### config.mk
export PLATFORM = sky130hd
export DESIGN_NAME = dhi_mul
export DESIGN_NICKNAME = d
export VERILOG_FILES = /design/src/hw/rtl/dhi_pkg.sv /design/src/hw/rtl/dhi_mul.sv
export SDC_FILE = /design/constraint.sdc
export NUM_CORES = 2
export LEC_CHECK = 0
export BUFFER_PORTS_ARGS = -buffer_cell sky130_fd_sc_hd__buf_2
export CAP_MARGIN = 20
export CORE_MARGIN = 1
export CORE_UTILIZATION = 30
export DETAILED_ROUTE_END_ITERATION = 8
export GPL_TIMING_DRIVEN = 0
export PLACE_DENSITY = 0.43
export SKIP_LAST_GASP = 1
export SYNTH_ARGS = -nofsm -noshare
export SYNTH_HDL_FRONTEND = slang
export SYNTH_SLANG_ARGS = --single-unit
export TNS_END_PERCENT = 5
### constraint.sdc
create_clock -name i_clk -period 9.8 [get_ports i_clk]
set_input_delay 0.49 -clock i_clk [delete_from_list [all_inputs] [get_ports i_clk]]
set_output_delay 0.49 -clock i_clk [all_outputs]
set_load 0.02 [all_outputs]
### src/hw/rtl/dhi_pkg.sv
// ---------------------------------------------------------------------------
// Debye histogram package
// Shared constants, types and helper functions of the distance histogram.
// ---------------------------------------------------------------------------
package dhi_pkg;

    localparam int NUM_BINS = 1024;
    localparam int BIN_AW   = $clog2(NUM_BINS);
    localparam int BIN_CW   = BIN_AW + 1;

    localparam logic [30:0] ONE_Q30        = 31'h4000_0000;
    localparam logic [63:0] INV_TWO_PI_Q64 = 64'h28BE_60DB_9391_054A;
    localparam logic [31:0] BIN_WIDTH_RST  = 32'd655;
    localparam logic [10:0] BIN_COUNT_RST  = 11'd1024;
    localparam logic [63:0] INT64_MAX      = 64'h7FFF_FFFF_FFFF_FFFF;
    localparam logic [63:0] INT64_MIN      = 64'h8000_0000_0000_0000;

    typedef enum logic [1:0] {
        OP_ADD   = 2'd0,
        OP_CLEAR = 2'd1,
        OP_QUERY = 2'd2
    } t_op;

    typedef enum logic {
        CFG_BIN_WIDTH = 1'b0,
        CFG_BIN_COUNT = 1'b1
    } t_cfg_idx;

    typedef enum logic [4:0] {
        ST_CLEAR, ST_IDLE, ST_ADD_DIV, ST_ADD_RD, ST_ADD_WR,
        ST_Q_P, ST_Q_PW, ST_Q_RD, ST_Q_CHK, ST_X_HI, ST_X_CMB,
        ST_P0, ST_P1, ST_P2, ST_P3, ST_P4,
        ST_ZZ, ST_ZW, ST_H, ST_HR, ST_FIN, ST_FINR, ST_DIVW,
        ST_T_HI, ST_T_LO, ST_T_SUM, ST_ACC, ST_NEXT, ST_DONE
    } t_state;

    typedef struct packed {
        logic        start;
        logic [63:0] dividend;
        logic [63:0] divisor;
    } t_div_req;

    typedef struct packed {
        logic        done;
        logic [63:0] quotient;
    } t_div_rsp;

    // Horner coefficients in Q30: sine series when big is set, sinc series otherwise.
    function automatic logic [30:0] coef(input logic big, input logic [2:0] idx);
        logic [30:0] c;
        c = '0;
        if (big) begin
            case (idx)
                3'd0:    c = 31'd1686629713;
                3'd1:    c = 31'd693598668;
                3'd2:    c = 31'd85569306;
                3'd3:    c = 31'd5026995;
                3'd4:    c = 31'd172272;
                3'd5:    c = 31'd3864;
                3'd6:    c = 31'd61;
                default: c = '0;
            endcase
        end else begin
            case (idx)
                3'd0:    c = 31'd178956971;
                3'd1:    c = 31'd8947849;
                3'd2:    c = 31'd213044;
                3'd3:    c = 31'd2959;
                3'd4:    c = 31'd27;
                default: c = '0;
            endcase
        end
        return c;
    endfunction

    function automatic logic [63:0] sat_add(input logic [63:0] a, input logic [63:0] b);
        logic [63:0] s;
        s = a + b;
        if ((a[63] == b[63]) && (s[63] != a[63])) begin
            s = a[63] ? INT64_MIN : INT64_MAX;
        end
        return s;
    endfunction

endpackage

### src/hw/rtl/dhi_mul.sv
// ---------------------------------------------------------------------------
// Shared multiplier
// Unsigned 32 by 32 multiplier with a registered 64-bit product.
// ---------------------------------------------------------------------------
module dhi_mul
    import dhi_pkg::*;
(
    input  logic        i_clk,
    input  logic [31:0] i_a,
    input  logic [31:0] i_b,
    output logic [63:0] o_prod
);

    logic [63:0] r_prod;

    always_ff @(posedge i_clk) begin
        r_prod <= 64'(i_a) * 64'(i_b);
    end

    assign o_prod = r_prod;

endmodule

==> summary.md <==
| Metric | Value |
|---|---|
| Status | `finished, violations left` |
| Failing checks | `DRC` |
| CP Capture Type | `register` |
| Placement Cell Area | `37,410 um^2` |
| Port Buffer Count | `128` |
| #FFs+latches synth | `64` |
| Syn_nets | `4,972` |
| Startpoint types | `input port` |
| CTS-repair resized insts | `0` |
| Detailed Routing Iterations Pass 1 | `7` |
| Post-CTS Setup Repair Bufs | `0` |
| DP Wirelength | `124,000 um` |
| RSZ-0062 raised after global routing | `no` |
| Asr flop ratio synth | `0` |
| Die W | `342.0 um` |
| Register area share after synthesis | `0.03695` |
| Clock tree sinks | `64` |
| Fin. max-slew vios | `0` |
| Boundary Pins | `129` |
| Netlist Area Pre-Place | `34,680 um^2` |
| Max FO, Critical Path | `10` |
| GRT overflow | `0` |
| Arr. time, crit path | `9290 ps` |
| Clock buffer depth | `2` |
| Count of final setup violators | `0` |
| Hold bufs inserted after CTS | `0` |
| Tmin final | `9001 ps` |
| Crit path kind | `input port to register` |
| Layout cell share with drive strength beyond 1 | `0.04658` |
| Number of synthesized flops with an enable pin | `0` |
| Setup TNS | `0 ps` |
| Row count | `124` |
| Synthesis Warnings | `0` |
| CTS Root Cell | `clkbuf_16` |
| Critical path endpoint | `o_prod[62]$_DFF_P_` |
| Hold Vio Cnt, Final | `0` |
| Total number of vias | `26,290` |
| Crit share post-route | `0.9185` |
| Vias in the first global route | `28,275` |
| Post-route DRC | `44` |
| Drt first-iter violations | `1,870` |
| Routability cong. | `0.9537` |
| WP data required | `10,090 ps` |
| FMAX | `111.1 MHz` |
| Mapped Cells | `3,748` |
| Clock transition at path regs | `60 ps` |
| Largest net degree at the start of global routing | `13` |
| First-pass GRT wire length | `205,100 um` |
| Hold Crit Class | `input port to register` |
| Crit path from | `i_b[26]` |
| Layout Nets | `5,126` |
| Die Ht | `342.0 um` |
| Post-route cell area | `37,800 um^2` |
| Starting Density | `0.3028` |
| Max Cap Viol | `0` |
| Die area | `117,000 um^2` |
| GR Util All Layers | `0.2516` |
| H-tree depth | `3` |
| Unique masters post-synth | `57` |
| Ranking of synthesized cells by area | `fa_1 52%, and2_1 11%, ha_1 9.5%, inv_1 9.4%, nand2_1 5.2%` |
| Area leader, netlist | `fa_1` |
| Total CTS buffers | `9` |
| Fill cells | `12,396` |
| Number of flip-flops in the largest register | `64` |
| Initial antenna violation count | `30` |
| DRT Wirelength | `144,400 um` |
| Synth Area per Inst | `9.252 um^2` |
| Minimum hold slack | `454.5 ps` |
| WL/cell | `26.61 um` |
| Area delta synth->final | `8.999%` |
| Share of the synthesized area in the top cell type | `0.5173` |
| Core footprint | `114,500 um^2` |
| TritonCTS clock tree | `yes` |
| Vias/cell | `4.844` |
| Main synth FF type | `dfxtp_1` |
| Slew headroom | `0.1834` |
| Post-route ant nets | `0` |
| Worst slew pin tran | `1225 ps` |
-- metal layers --
metal  vias up  track usage  share of wire
met5         -            0        0.00022
met3       238      0.03773          0.068
met2       971       0.4138           0.47
met4         4       0.1169          0.057
li1      11181            -              -
met1     13896       0.3251           0.40
-- cells in the final DEF, fill, tap and decap left out, types with 3 or more instances in the layout --
cell        count
fa_1          896
inv_1         865
and2_1        602
nand2_1       480
ha_1          263
clkbuf_1      213
buf_2         134
dfxtp_1        64
a21oi_1        63
a21o_1         40
xnor2_1        35
xor2_1         25
nand4_1        23
o21ai_0        21
nor2_1         20
and3_1         14
a31oi_1        12
buf_8          12
o21bai_1       10
nand3_1        10
o21a_1          9
clkbuf_16       9
diode_2         8
nor3_1          7
o21ai_1         5
a221o_1         4
a211oi_1        3
a221oi_4        3
a21oi_2         3
o31ai_4         3
or3_1           3
o221ai_1        3
or2_2           3
or4_1           3
and4_1          3
a21boi_1        3
clkinvlp_4      3
-- worst max-delay path, cell delays in order --
cell      delay, ps
buf_2           290
clkbuf_1        930
nand2_1         190
fa_1            570
inv_1            60
fa_1            570
fa_1            440
fa_1            510
fa_1            580
fa_1            500
fa_1            530
inv_1            50
fa_1            510
inv_1            50
ha_1            260
buf_2           190
nand4_1         270
or4_1           500
or3_1           430
a31oi_1         460
a31o_2          340
a211oi_1        160
o21ai_1         220
xor2_1          150
-- how the worst min path moves through the flow --
stage | start | slack, ps | depth (start not counted) | end
floorplan | i_b[0] | 620 | 1 | o_prod[0]$_DFF_P_
global placement | i_b[0] | 820 | 2 | o_prod[0]$_DFF_P_
detailed placement | i_b[0] | 810 | 2 | o_prod[0]$_DFF_P_
CTS | i_b[0] | 400 | 2 | o_prod[0]$_DFF_P_
global route | i_b[0] | 440 | 2 | o_prod[0]$_DFF_P_
finish | i_b[0] | 450 | 2 | o_prod[0]$_DFF_P_
-- stage by stage --
step                  util  setup WS [ps]  instances
floorplan                -           2557       3748
global placement    0.3250          410.5       5388
detailed placement  0.3268          508.3       5400
CTS                 0.3296          863.8       5416
global route        0.3299          623.4       5420
finish              0.3301          798.7       5427
-- cell families (layout without fill, tap and decap cells) --
family	Yosys count	in the layout	synth area share
compound gates	202	202	0.04153
xor+xnor	60	60	0.01515
fa+ha+maj	1159	1159	0.6122
buf+inv	1085	1244	0.1177
flops	64	64	0.03695
mux	1	1	0.0002887
other cells	0	8	0
simple gates	1177	1177	0.1762
-- cell usage after synthesis (10+ instances only) --
cell type,number
fa_1,896
inv_1,865
and2_1,602
nand2_1,480
ha_1,263
clkbuf_1,213
dfxtp_1,64
a21oi_1,63
a21o_1,40
xnor2_1,35
xor2_1,25
nand4_1,23
o21ai_0,21
nor2_1,20
and3_1,14
a31oi_1,12
nand3_1,10
o21bai_1,10
-- area by class of cell --
class                      count  area [um^2]  share of cell area
antenna                        8        20.02           0.0005297
buffer                       220        833.3             0.02205
clock buffer                   9        225.2            0.005959
clock inverter                 7        96.34            0.002549
inverter                     865         3247             0.08590
multi-input combinational   2599        29310              0.7756
sequential                    64         1281             0.03390
tap                         1512         1892             0.05005
timing repair buffer         143        887.1             0.02347
Power is left out: the tool's default activity adds up to more than one toggle a clock period on the data nets, which glitch-free logic cannot reach.
