`config.mk`:
```
export PLATFORM = sky130hd
export DESIGN_NAME = dhi_div
export DESIGN_NICKNAME = d
export VERILOG_FILES = /design/src/hw/rtl/dhi_pkg.sv /design/src/hw/rtl/dhi_div.sv
export SDC_FILE = /design/constraint.sdc
export NUM_CORES = 1
export LEC_CHECK = 0
export BUFFER_PORTS_ARGS = -buffer_cell sky130_fd_sc_hd__buf_2
export CORE_MARGIN = 3
export CORE_UTILIZATION = 30
export CTS_CLUSTER_SIZE = 20
export DETAILED_ROUTE_END_ITERATION = 8
export PLACE_DENSITY = 0.51
export SLEW_MARGIN = 30
export SYNTH_ARGS = -nofsm -noshare
export SYNTH_HDL_FRONTEND = slang
export SYNTH_SLANG_ARGS = --single-unit
```
`constraint.sdc`:
```
create_clock -name i_clk -period 3.65 [get_ports i_clk]
set_input_delay 0.1825 -clock i_clk [delete_from_list [all_inputs] [get_ports i_clk]]
set_output_delay 0.1825 -clock i_clk [all_outputs]
set_load 0.01 [all_outputs]
```
`src/hw/rtl/dhi_pkg.sv`:
```
// ---------------------------------------------------------------------------
// Debye histogram package
// Shared constants, types and helper functions of the distance histogram.
// ---------------------------------------------------------------------------
package dhi_pkg;

    localparam int NUM_BINS = 1024;
    localparam int BIN_AW   = $clog2(NUM_BINS);
    localparam int BIN_CW   = BIN_AW + 1;

    localparam logic [30:0] ONE_Q30        = 31'h4000_0000;
    localparam logic [63:0] INV_TWO_PI_Q64 = 64'h28BE_60DB_9391_054A;
    localparam logic [31:0] BIN_WIDTH_RST  = 32'd655;
    localparam logic [10:0] BIN_COUNT_RST  = 11'd1024;
    localparam logic [63:0] INT64_MAX      = 64'h7FFF_FFFF_FFFF_FFFF;
    localparam logic [63:0] INT64_MIN      = 64'h8000_0000_0000_0000;

    typedef enum logic [1:0] {
        OP_ADD   = 2'd0,
        OP_CLEAR = 2'd1,
        OP_QUERY = 2'd2
    } t_op;

    typedef enum logic {
        CFG_BIN_WIDTH = 1'b0,
        CFG_BIN_COUNT = 1'b1
    } t_cfg_idx;

    typedef enum logic [4:0] {
        ST_CLEAR, ST_IDLE, ST_ADD_DIV, ST_ADD_RD, ST_ADD_WR,
        ST_Q_P, ST_Q_PW, ST_Q_RD, ST_Q_CHK, ST_X_HI, ST_X_CMB,
        ST_P0, ST_P1, ST_P2, ST_P3, ST_P4,
        ST_ZZ, ST_ZW, ST_H, ST_HR, ST_FIN, ST_FINR, ST_DIVW,
        ST_T_HI, ST_T_LO, ST_T_SUM, ST_ACC, ST_NEXT, ST_DONE
    } t_state;

    typedef struct packed {
        logic        start;
        logic [63:0] dividend;
        logic [63:0] divisor;
    } t_div_req;

    typedef struct packed {
        logic        done;
        logic [63:0] quotient;
    } t_div_rsp;

    // Horner coefficients in Q30: sine series when big is set, sinc series otherwise.
    function automatic logic [30:0] coef(input logic big, input logic [2:0] idx);
        logic [30:0] c;
        c = '0;
        if (big) begin
            case (idx)
                3'd0:    c = 31'd1686629713;
                3'd1:    c = 31'd693598668;
                3'd2:    c = 31'd85569306;
                3'd3:    c = 31'd5026995;
                3'd4:    c = 31'd172272;
                3'd5:    c = 31'd3864;
                3'd6:    c = 31'd61;
                default: c = '0;
            endcase
        end else begin
            case (idx)
                3'd0:    c = 31'd178956971;
                3'd1:    c = 31'd8947849;
                3'd2:    c = 31'd213044;
                3'd3:    c = 31'd2959;
                3'd4:    c = 31'd27;
                default: c = '0;
            endcase
        end
        return c;
    endfunction

    function automatic logic [63:0] sat_add(input logic [63:0] a, input logic [63:0] b);
        logic [63:0] s;
        s = a + b;
        if ((a[63] == b[63]) && (s[63] != a[63])) begin
            s = a[63] ? INT64_MIN : INT64_MAX;
        end
        return s;
    endfunction

endpackage

```
`src/hw/rtl/dhi_div.sv`:
```
// ---------------------------------------------------------------------------
// Iterative divider
// Unsigned 64 by 64 restoring divider, one quotient bit per cycle.
// ---------------------------------------------------------------------------
module dhi_div
    import dhi_pkg::*;
(
    input  logic     i_clk,
    input  logic     i_rst_n,
    input  t_div_req i_req,
    output t_div_rsp o_rsp
);

    logic [63:0] r_rem;
    logic [63:0] r_quo;
    logic [63:0] r_dvs;
    logic [5:0]  r_cnt;
    logic        r_busy;
    logic        r_done;

    logic [64:0] w_rem_sh;
    logic        w_ge;
    logic [64:0] w_rem_n;

    assign w_rem_sh = {r_rem, r_quo[63]};
    assign w_ge     = w_rem_sh >= {1'b0, r_dvs};
    assign w_rem_n  = w_ge ? (w_rem_sh - {1'b0, r_dvs}) : w_rem_sh;

    always_ff @(posedge i_clk) begin
        if (!i_rst_n) begin
            r_busy <= 1'b0;
            r_done <= 1'b0;
            r_cnt  <= '0;
        end else begin
            r_done <= 1'b0;
            if (i_req.start) begin
                r_busy <= 1'b1;
                r_cnt  <= '0;
            end else if (r_busy) begin
                r_cnt <= r_cnt + 6'd1;
                if (r_cnt == 6'd63) begin
                    r_busy <= 1'b0;
                    r_done <= 1'b1;
                end
            end
        end
    end

    always_ff @(posedge i_clk) begin
        if (i_req.start) begin
            r_rem <= '0;
            r_quo <= i_req.dividend;
            r_dvs <= i_req.divisor;
        end else if (r_busy) begin
            r_rem <= w_rem_n[63:0];
            r_quo <= {r_quo[62:0], w_ge};
        end
    end

    assign o_rsp.done     = r_done;
    assign o_rsp.quotient = r_quo;

endmodule

```
==> metrics, run 1 <==
Max Cap Violations=0; die area=41900 um^2; Sw Ratio=0.307; CP startpoint kind=flop; root buf cell=clkbuf_16; initial antenna violation count=1; gr usage total=0.161; DR WL/cell=16.5 um; M3 GR Usage=0.0399; Fill cells=3925; register area share after synthesis=0.447; Syn-to-layout area delta=27.4%; Die X=205 um; met1 global-route usage=0.213; vias in the first global route=10200; Final GP Congestion=0.870; leakage=6.34 nW; Pins Over Slew Limit=0; Max Clock Skew=0.0181 ns; Final Non-Filler Cells=2026; EDFF count, synth=128; internal power=0.00424 W; CTS buffer count=17; final setup violation count=0; clk sink count=200; Worst Path Max Fanout=4; Post-Syn Area=11800 um^2; relative slew slack=0.442; Achievable Freq=0.298 GHz; RSZ-0062 raised after global routing=true; Syn Nets=1413; pwr dens=405 nW/um^2; Worst-path clk slew=0.08 ns; data arrival time of the worst path=3.73 ns; core area=38800 um^2; Final ANT Viol Nets=0; height of the die=205 um; Initial Util=0.305; Worst Max-Slew Pin Slew=0.837 ns; sequential share of power=0.445; Gate Count Post-Synth=1216; io pins=196; #FFs+latches synth=200; residual DRC count=0; drt initial violations=521; Hold Fails Final Rpt=0; Worst Hold Class=in2reg; grt peak-use layer=met2; largest net degree at the start of global routing=65; first-pass GRT wire length=54200 um; multi-input logic area=5910 um^2; layout cells sized above 1=0.217; met2 usage=0.263; nets=1692; min Tclk post-route=3.36 ns; FFs w/ async S/R, synth=0; TritonCTS clock tree=built; synthesized area per cell=9.73 um^2; worst vdd ir=330 uV; required time worst endpoint=4.02 ns; via count=9993; Detailed Routing Iterations Pass 1=5; Sequential Area=5290 um^2; Max clock buf depth=2; Final HPWL DP=24500 um; H-tree levels=4; Yosys cell types=65; IO Port Bufs=195; critical path class=reg2reg; crit share post-route=0.921; Comb pwr share=0.238; clock power share=0.317; # diodes=0; final wirelength=33400 um; Worst-Skew Late Latency=0.46 ns; Rows=72; global route overflow=0; Fin Hold WS=0.0374 ns; status=complete, no violations; Top FF cell, synth=edfxtp_1; nature of the critical path endpoint=flop; placed insts=1876; Switch Pwr=0.00187 W; synth warn=0; drt via density=4.93
-- routing by layer --
layer  part of all wire  wire [um]  vias up
met5            0.00039         13        -
li1                   -          -     4987
met3              0.055       1830       27
met1               0.47      15600     4721
met2               0.46      15400      256
met4              0.015        514        2
-- cell type report --
class | count | area share
Multi-Input combinational cell | 858 | 0.392
Sequential cell | 200 | 0.351
Clock inverter | 12 | 0.00905
Clock buffer | 20 | 0.0296
Timing Repair Buffer | 333 | 0.154
Inverter | 85 | 0.0212
Tap cell | 518 | 0.0430
-- through the flow --
stage / total power, W / area [um^2] / utilization / setup slack (ns) / TNS [ns]
global placement: 0.00412 / 13300 / 0.342 / 0.301 / 0
CTS: 0.00619 / 15000 / 0.387 / 0.145 / 0
detailed placement: 0.00412 / 13300 / 0.342 / 0.176 / 0
finish: 0.00611 / 15100 / 0.388 / 0.290 / 0
global route: 0.00646 / 15100 / 0.388 / -0.0321 / -0.0336
floorplan: 0.00368 / 11800 / - / 0.536 / 0
-- cell usage after synthesis, drive strengths merged (15+ instances only) --
cell	number	area share
xnor2	34	0.025
ha	65	0.069
xor2	28	0.021
nor2	127	0.040
mux2i	17	0.014
dfxtp	72	0.12
a211oi	52	0.033
a21oi	113	0.048
a31oi	15	0.0079
nand2	75	0.024
inv	85	0.027
a21o	26	0.016
mux2	65	0.062
o21ai	63	0.027
nand4	26	0.014
edfxtp	128	0.32
clkbuf	45	0.014
buf	28	0.016
-- power groups by stage --
stage	clock network, W	registers [W]	logic (W)
after CTS	0.00202	0.00272	0.00145
after detailed placement	0	0.00277	0.00135
after global routing	0.00209	0.00275	0.00162
after global placement	0	0.00276	0.00135
final	0.00194	0.00272	0.00146
after floorplan	0	0.00278	0.000905
-- sequential cells by signal, indices dropped and copies added, names as in the netlist --
name    count
r_busy      1
r_dvs      64
r_rem      64
r_done      1
r_cnt       6
r_quo      64
-- final timing paths --
path / cells after the start / slack [ns] / end / startpoint
max reg2reg: 13 / 0.29 / r_rem[62]$_SDFFE_PP0P_ / r_quo[63]$_DFFE_PP_
min reg2reg: 2 / 0.49 / r_done$_SDFF_PP0_ / r_cnt[5]$_SDFFE_PP0P_
max: 13 / 0.29 / r_rem[62]$_SDFFE_PP0P_ / r_quo[63]$_DFFE_PP_
min: 2 / 0.04 / r_quo[22]$_DFFE_PP_ / i_req[86]
-- placed cells by master, fill, tap and decap left out, types with 12 or more instances in the layout --
cell | netlist | routed
a211oi_1 | 52 | 52
a21o_1 | 26 | 26
a21oi_1 | 111 | 109
a31oi_1 | 15 | 15
buf_2 | 20 | 194
buf_4 | 4 | 21
clkbuf_16 | 0 | 17
dfxtp_1 | 72 | 71
dlygate4sd3_1 | 0 | 116
edfxtp_1 | 128 | 128
ha_1 | 65 | 65
inv_1 | 85 | 84
mux2_2 | 64 | 64
mux2i_1 | 17 | 17
nand2_1 | 74 | 73
nand4_1 | 26 | 26
nor2_1 | 127 | 127
nor3_1 | 12 | 12
o21ai_0 | 61 | 61
o21bai_1 | 14 | 14
xnor2_1 | 34 | 34
xor2_1 | 28 | 28
-- worst max-delay path, cell delays in order (launching register included) --
cell and delay, ns:
edfxtp_1 0.37, inv_1 0.06, ha_1 0.22, fa_1 0.41, nand2b_1 0.20, a21oi_2 0.16, o211ai_1 0.20, nand2_2 0.17
a21oi_2 0.12, o41ai_4 0.38, and4bb_2 0.30, a41oi_1 0.13, mux2_1 0.34, a221oi_1 0.22
-- cell families after synthesis --
logic type | count (synthesis) | synth area share
flip-flops | 200 | 0.447
XOR/XNOR | 62 | 0.0459
AO/OA/AOI/OAI | 344 | 0.185
AND/OR/NAND/NOR | 304 | 0.119
multiplexers | 82 | 0.0762
buffers and inverters | 158 | 0.0570
adder cells (fa/ha/maj) | 66 | 0.0704
-- timing repair --
| action | CTS | global route |
|---|---|---|
| hold buffers | 116 | 0 |
| gates resized for setup | 0 | 7 |
| setup endpoints to repair | 0 | 2 |
| hold endpoints to repair | 116 | 0 |
| setup buffers | 0 | 2 |
Note: power is estimated with default switching activity, not from simulation.
==> inputs of run 2 (changes only) <==
--- a/config.mk
+++ b/config.mk
@@ -7,11 +7,11 @@
 export LEC_CHECK = 0
 export BUFFER_PORTS_ARGS = -buffer_cell sky130_fd_sc_hd__buf_2
 export CORE_MARGIN = 3
-export CORE_UTILIZATION = 30
+export CORE_UTILIZATION = 25
 export CTS_CLUSTER_SIZE = 20
 export DETAILED_ROUTE_END_ITERATION = 8
-export PLACE_DENSITY = 0.51
-export SLEW_MARGIN = 30
+export PLACE_DENSITY = 0.45
+export SLEW_MARGIN = 20
 export SYNTH_ARGS = -nofsm -noshare
 export SYNTH_HDL_FRONTEND = slang
 export SYNTH_SLANG_ARGS = --single-unit
==> run 2 against run 1 <==
Net effect:
- critical endpoint unchanged
- wire length grew 6.1%
- clock skew down 0.0015 ns
- largest power group unchanged
- worst setup slack got worse by 0.016 ns
- worst hold slack got worse by 0.00089 ns
- largest cell class unchanged
- global-route usage is 1.7 points lower
- total power is 3.0% higher
- highest routed layer unchanged
==> metrics, run 2 (synthesis results as in run 1) <==
root buf cell=clkbuf_16; nets=1702; status=complete, no violations; Fill cells=4869; clk sink count=200; Max clock buf depth=2; CP startpoint kind=flop; Achievable Freq=0.296 GHz; via count=10000; internal power=0.00438 W; IO Port Bufs=195; height of the die=224 um; Power, Total=0.00629 W; crit share post-route=0.925; TritonCTS clock tree=built; global route overflow=0; critical path class=reg2reg; most frequent cells in the layout=194 x buf_2, 128 x edfxtp_1, 127 x nor2_1; worst setup path start=r_quo[63]$_DFFE_PP_; final wirelength=35400 um; layout cells sized above 1=0.217; drt initial violations=595; data arrival time of the worst path=3.78 ns; Sw Ratio=0.304; sequential share of power=0.434; DR WL/cell=16.7 um; Worst-Skew Late Latency=0.50 ns; drt via density=4.72; core area=46700 um^2; die area=50000 um^2; Syn-to-layout area delta=29.6%; Final HPWL DP=26100 um; gr usage total=0.145; worst vdd ir=329 uV; Rows=79; pwr dens=410 nW/um^2; Max Clock Skew=0.0166 ns; nature of the critical path endpoint=flop; required time worst endpoint=4.05 ns; Pins Over Slew Limit=0; WHS Path Cells=2; multi-input logic area=5900 um^2; Worst Max-Slew Pin Slew=0.866 ns; CTS buffer count=17; vias in the first global route=10300; Detailed Routing Iterations Pass 1=5; Hold Fails Final Rpt=0; clock power share=0.333; first-pass GRT wire length=57000 um; relative slew slack=0.423; Reg2Reg Depth=13; Final ANT Viol Nets=0; io pins=196; Switch Pwr=0.00191 W; final setup violation count=0; H-tree levels=4; largest net degree at the start of global routing=101; Worst Path Max Fanout=4; Hold Path Origin=i_req[123]; # diodes=0; Die X=224 um; RSZ-0062 raised after global routing=false; Max Cap Violations=0; min Tclk post-route=3.38 ns; Reg2Reg Launch Point=r_quo[63]$_DFFE_PP_; Total Negative Setup Slacks=0 ns; Worst-path clk slew=0.08 ns; Worst Hold Class=in2reg; most common cell after layout, fill and taps aside=buf_2; Final GP Congestion=0.848; Top Registers=r_dvs x64, r_quo x64, r_rem x64; initial antenna violation count=1; residual DRC count=0; Sequential Area=5290 um^2; Comb pwr share=0.233; Initial Util=0.254; leakage=6.39 nW
[run 2: changes by cell type in the layout (fill, tap and decap cells not counted), sizes merged]
cell	change
bufinv	+2
dlygate4sd3	+9
buf	+1
clkinv	-1
clkbuf	-1
[run 2: metal layers]
layer	GRT usage	vias to the layer above	wire (um)
met5	0	-	9
met4	0.0452	2	573
met3	0.0394	38	1900
met2	0.234	270	16400
met1	0.189	4722	16600
li1	-	5002	-
[run 2: layout make-up]
class,count,area share
clock buffers,19,0.0289
inverters,85,0.0208
repair buffers,343,0.159
flip-flops and latches,200,0.345
well taps,607,0.0495
clock inverters,13,0.0120
multi-input cells,858,0.385
[run 2: path summary, 6_finish.rpt]
check	to	slack, ns
worst min register to register	r_done$_SDFF_PP0_	0.49
worst min-delay path	r_quo[59]$_DFFE_PP_	0.04
worst max-delay path	r_rem[62]$_SDFFE_PP0P_	0.27
worst max register to register	r_rem[62]$_SDFFE_PP0P_	0.27
[run 2: power groups by stage]
stage	Combinational, W	Sequential, W	Clock (W)
after floorplan	0.000905	0.00278	0
after global placement	0.00137	0.00277	0
after detailed placement	0.00136	0.00278	0
after CTS	0.00147	0.00273	0.00219
after global routing	0.00163	0.00275	0.00226
final	0.00147	0.00273	0.00210
[run 2: per-stage QoR]
step / hold WS, ns / utilization / instance area (um^2) / worst slack, ns / std cells
2_1_floorplan: 0.281 / - / 11800 / 0.536 / 1216
3_3_place_gp: 0.362 / 0.288 / 13400 / 0.289 / 1966
3_5_place_dp: 0.361 / 0.288 / 13400 / 0.122 / 1966
4_1_cts: 0.000435 / 0.328 / 15300 / 0.0912 / 2123
5_1_grt: 0.0106 / 0.329 / 15300 / 0.0121 / 2125
6_report: 0.0366 / 0.329 / 15300 / 0.274 / 2125
[run 2: worst max-delay path: stages (launching register included)]
cell      delay, ns
edfxtp_1       0.38
inv_1          0.06
ha_1           0.21
fa_1           0.40
nand2b_1       0.19
a21oi_2        0.17
o211ai_1       0.16
nand2_2        0.16
a21oi_2        0.11
o41ai_2        0.41
and4bb_2       0.30
a41oi_1        0.15
mux2_1         0.34
a221oi_1       0.25
[run 2: timing repair]
action	4_1_cts	5_1_grt
endpoints found under the setup margin	0	3
buffers inserted	0	2
hold endpoints to repair	137	0
gates resized for setup	0	6
hold buffers	125	0
==> inputs of run 3 (changes only) <==
--- a/config.mk
+++ b/config.mk
@@ -11,6 +11,7 @@
 export CTS_CLUSTER_SIZE = 20
 export DETAILED_ROUTE_END_ITERATION = 8
 export PLACE_DENSITY = 0.45
+export SETUP_SLACK_MARGIN = 0.3
 export SLEW_MARGIN = 20
 export SYNTH_ARGS = -nofsm -noshare
 export SYNTH_HDL_FRONTEND = slang
==> run 3 against run 2 <==
Net effect:
- maximum frequency increased by 4.7%
- worst hold slack about the same
- clock skew decreased by 0.0017 ns
- total power increased by 0.78%
- critical path type unchanged
- largest cell class unchanged
==> metrics, run 3 (synthesis results as in run 1) <==
data arrival time of the worst path=3.61 ns; nature of the critical path endpoint=flop; Fill cells=4844; initial antenna violation count=1; Rows=79; CP startpoint kind=flop; nets=1710; clock power share=0.330; layout cells sized above 1=0.234; Final HPWL DP=26100 um; Achievable Freq=0.310 GHz; largest net degree at the start of global routing=101; Comb pwr share=0.240; CTS buffer count=17; Hold Fails Final Rpt=0; Worst Max-Slew Pin Slew=0.867 ns; first-pass GRT wire length=57200 um; crit share post-route=0.884; Max Clock Skew=0.0149 ns; final setup violation count=0; io pins=196; pwr dens=407 nW/um^2; Pins Over Slew Limit=0; Max Cap Violations=0; crit-path cells=inv_1, ha_1, a21oi_1, o21ai_0, a221oi_2, o21a_1, nor2_1, a2111o_1, nand2_4, buf_12, mux2_2, mux2i_1, nor2_1; drt via density=4.75; crit-path most repeated cell=nor2_1; Placed Area=13400 um^2; final cell area excluding filler cells=15600 um^2; drt initial violations=596; critical path class=reg2reg; Initial Util=0.254; core area=46700 um^2; slowest stage delay, CP=0.46 ns; Total Negative Setup Slacks=0 ns; residual DRC count=0; global route overflow=0; r2r setup slk=0.42 ns; Reg2Reg Launch Point=r_dvs[24]$_DFFE_PP_; IO Port Bufs=195; CP max stage cell=a2111o_1; Max clock buf depth=2; die area=50000 um^2; TritonCTS clock tree=built; placed insts=1966; most common cell after layout, fill and taps aside=buf_2; Hold Path Origin=i_req[98]; Sw Ratio=0.306; # diodes=0; Final Non-Filler Cells=2133; vias in the first global route=10300; CP Buf/Inv Count=2; Syn-to-layout area delta=31.6%; Worst Hold Class=in2reg; Final GP Congestion=0.848; Reg2Reg Depth=13; DR WL/cell=16.9 um; WHS Path Cells=2; reg-to-reg endpoint=r_rem[8]$_SDFFE_PP0P_; RSZ-0062 raised after global routing=false; worst setup path start=r_dvs[24]$_DFFE_PP_; status=complete, no violations; required time worst endpoint=4.04 ns; root buf cell=clkbuf_16; Detailed Routing Iterations Pass 1=5; Top Registers=r_dvs x64, r_quo x64, r_rem x64; Worst-Skew Late Latency=0.49 ns; most frequent cells in the layout=194 x buf_2, 128 x edfxtp_1, 127 x nor2_1; final wirelength=36100 um; via count=10100; clk sink count=200; Final ANT Viol Nets=0; Worst Hold Path EP=r_quo[34]$_DFFE_PP_; CP top delay family=compound AO/OA/AOI/OAI gates; Worst-path clk slew=0.08 ns; Die X=224 um; H-tree levels=4; Worst Path Max Fanout=11; min Tclk post-route=3.23 ns; sequential share of power=0.430; Switch Pwr=0.00194 W; relative slew slack=0.422; internal power=0.00440 W; height of the die=224 um; gr usage total=0.145; leakage=6.50 nW; worst vdd ir=330 uV
==> run 3: cell types whose count changed in the layout (fill, tap and decap cells not counted), moves of 3 or more <==
cell,previous run,this run
buf_4,20,25
a21boi_0,4,1
a21boi_1,0,3
a21oi_1,109,106
nor3_1,12,9
nor3_2,1,4
==> run 3: layout make-up <==
class / instances / area (um^2) / area share
Timing Repair Buffer: 351 / 2540 / 0.163
Clock inverter: 13 / 184 / 0.0118
Clock buffer: 19 / 443 / 0.0284
Tap cell: 607 / 759 / 0.0488
Inverter: 85 / 319 / 0.0205
Multi-Input combinational cell: 858 / 6030 / 0.387
Sequential cell: 200 / 5290 / 0.340
==> run 3: worst max-delay path by stage <==
stage	to	slack (ns)	cells after the start
final	r_rem[8]$_SDFFE_PP0P_	0.42	13
after detailed placement	r_rem[62]$_SDFFE_PP0P_	0.12	13
after CTS	r_rem[62]$_SDFFE_PP0P_	0.31	13
after global placement	r_rem[62]$_SDFFE_PP0P_	0.29	13
after floorplan	r_rem[62]$_SDFFE_PP0P_	0.54	13
after global routing	r_rem[48]$_SDFFE_PP0P_	0.29	12
==> run 3: metal layers <==
| metal | vias up | share of wire | global-route usage |
|---|---|---|---|
| li1 | 5023 | - | - |
| met1 | 4817 | 0.47 | 0.190 |
| met2 | 252 | 0.47 | 0.234 |
| met3 | 33 | 0.048 | 0.0394 |
| met4 | 2 | 0.016 | 0.0452 |
| met5 | - | 0.00025 | 0 |
==> run 3: timing repair <==
action                     4_1_cts  5_1_grt
gates cloned                     0        2
buffers inserted                 3        5
pin swaps                        4       14
gates resized for setup          4       31
hold buffers                   125        0
setup endpoints to repair        2       45
hold endpoints to repair       137        0
==> run 3: power by group through the flow <==
stage / logic, W / registers (W) / clock network [W]
floorplan: 0.000905 / 0.00278 / 0
global placement: 0.00137 / 0.00277 / 0
detailed placement: 0.00136 / 0.00278 / 0
CTS: 0.00148 / 0.00273 / 0.00219
global route: 0.00168 / 0.00275 / 0.00226
finish: 0.00152 / 0.00273 / 0.00209
==> run 3: through the flow <==
step / hold slack, ns / total power (W) / util / worst slack (ns)
6_report: 0.0367 / 0.00634 / 0.334 / 0.424
4_1_cts: 0.000435 / 0.00640 / 0.329 / 0.309
2_1_floorplan: 0.281 / 0.00368 / - / 0.536
3_5_place_dp: 0.361 / 0.00413 / 0.288 / 0.122
3_3_place_gp: 0.362 / 0.00414 / 0.288 / 0.289
5_1_grt: 0.0106 / 0.00670 / 0.334 / 0.287
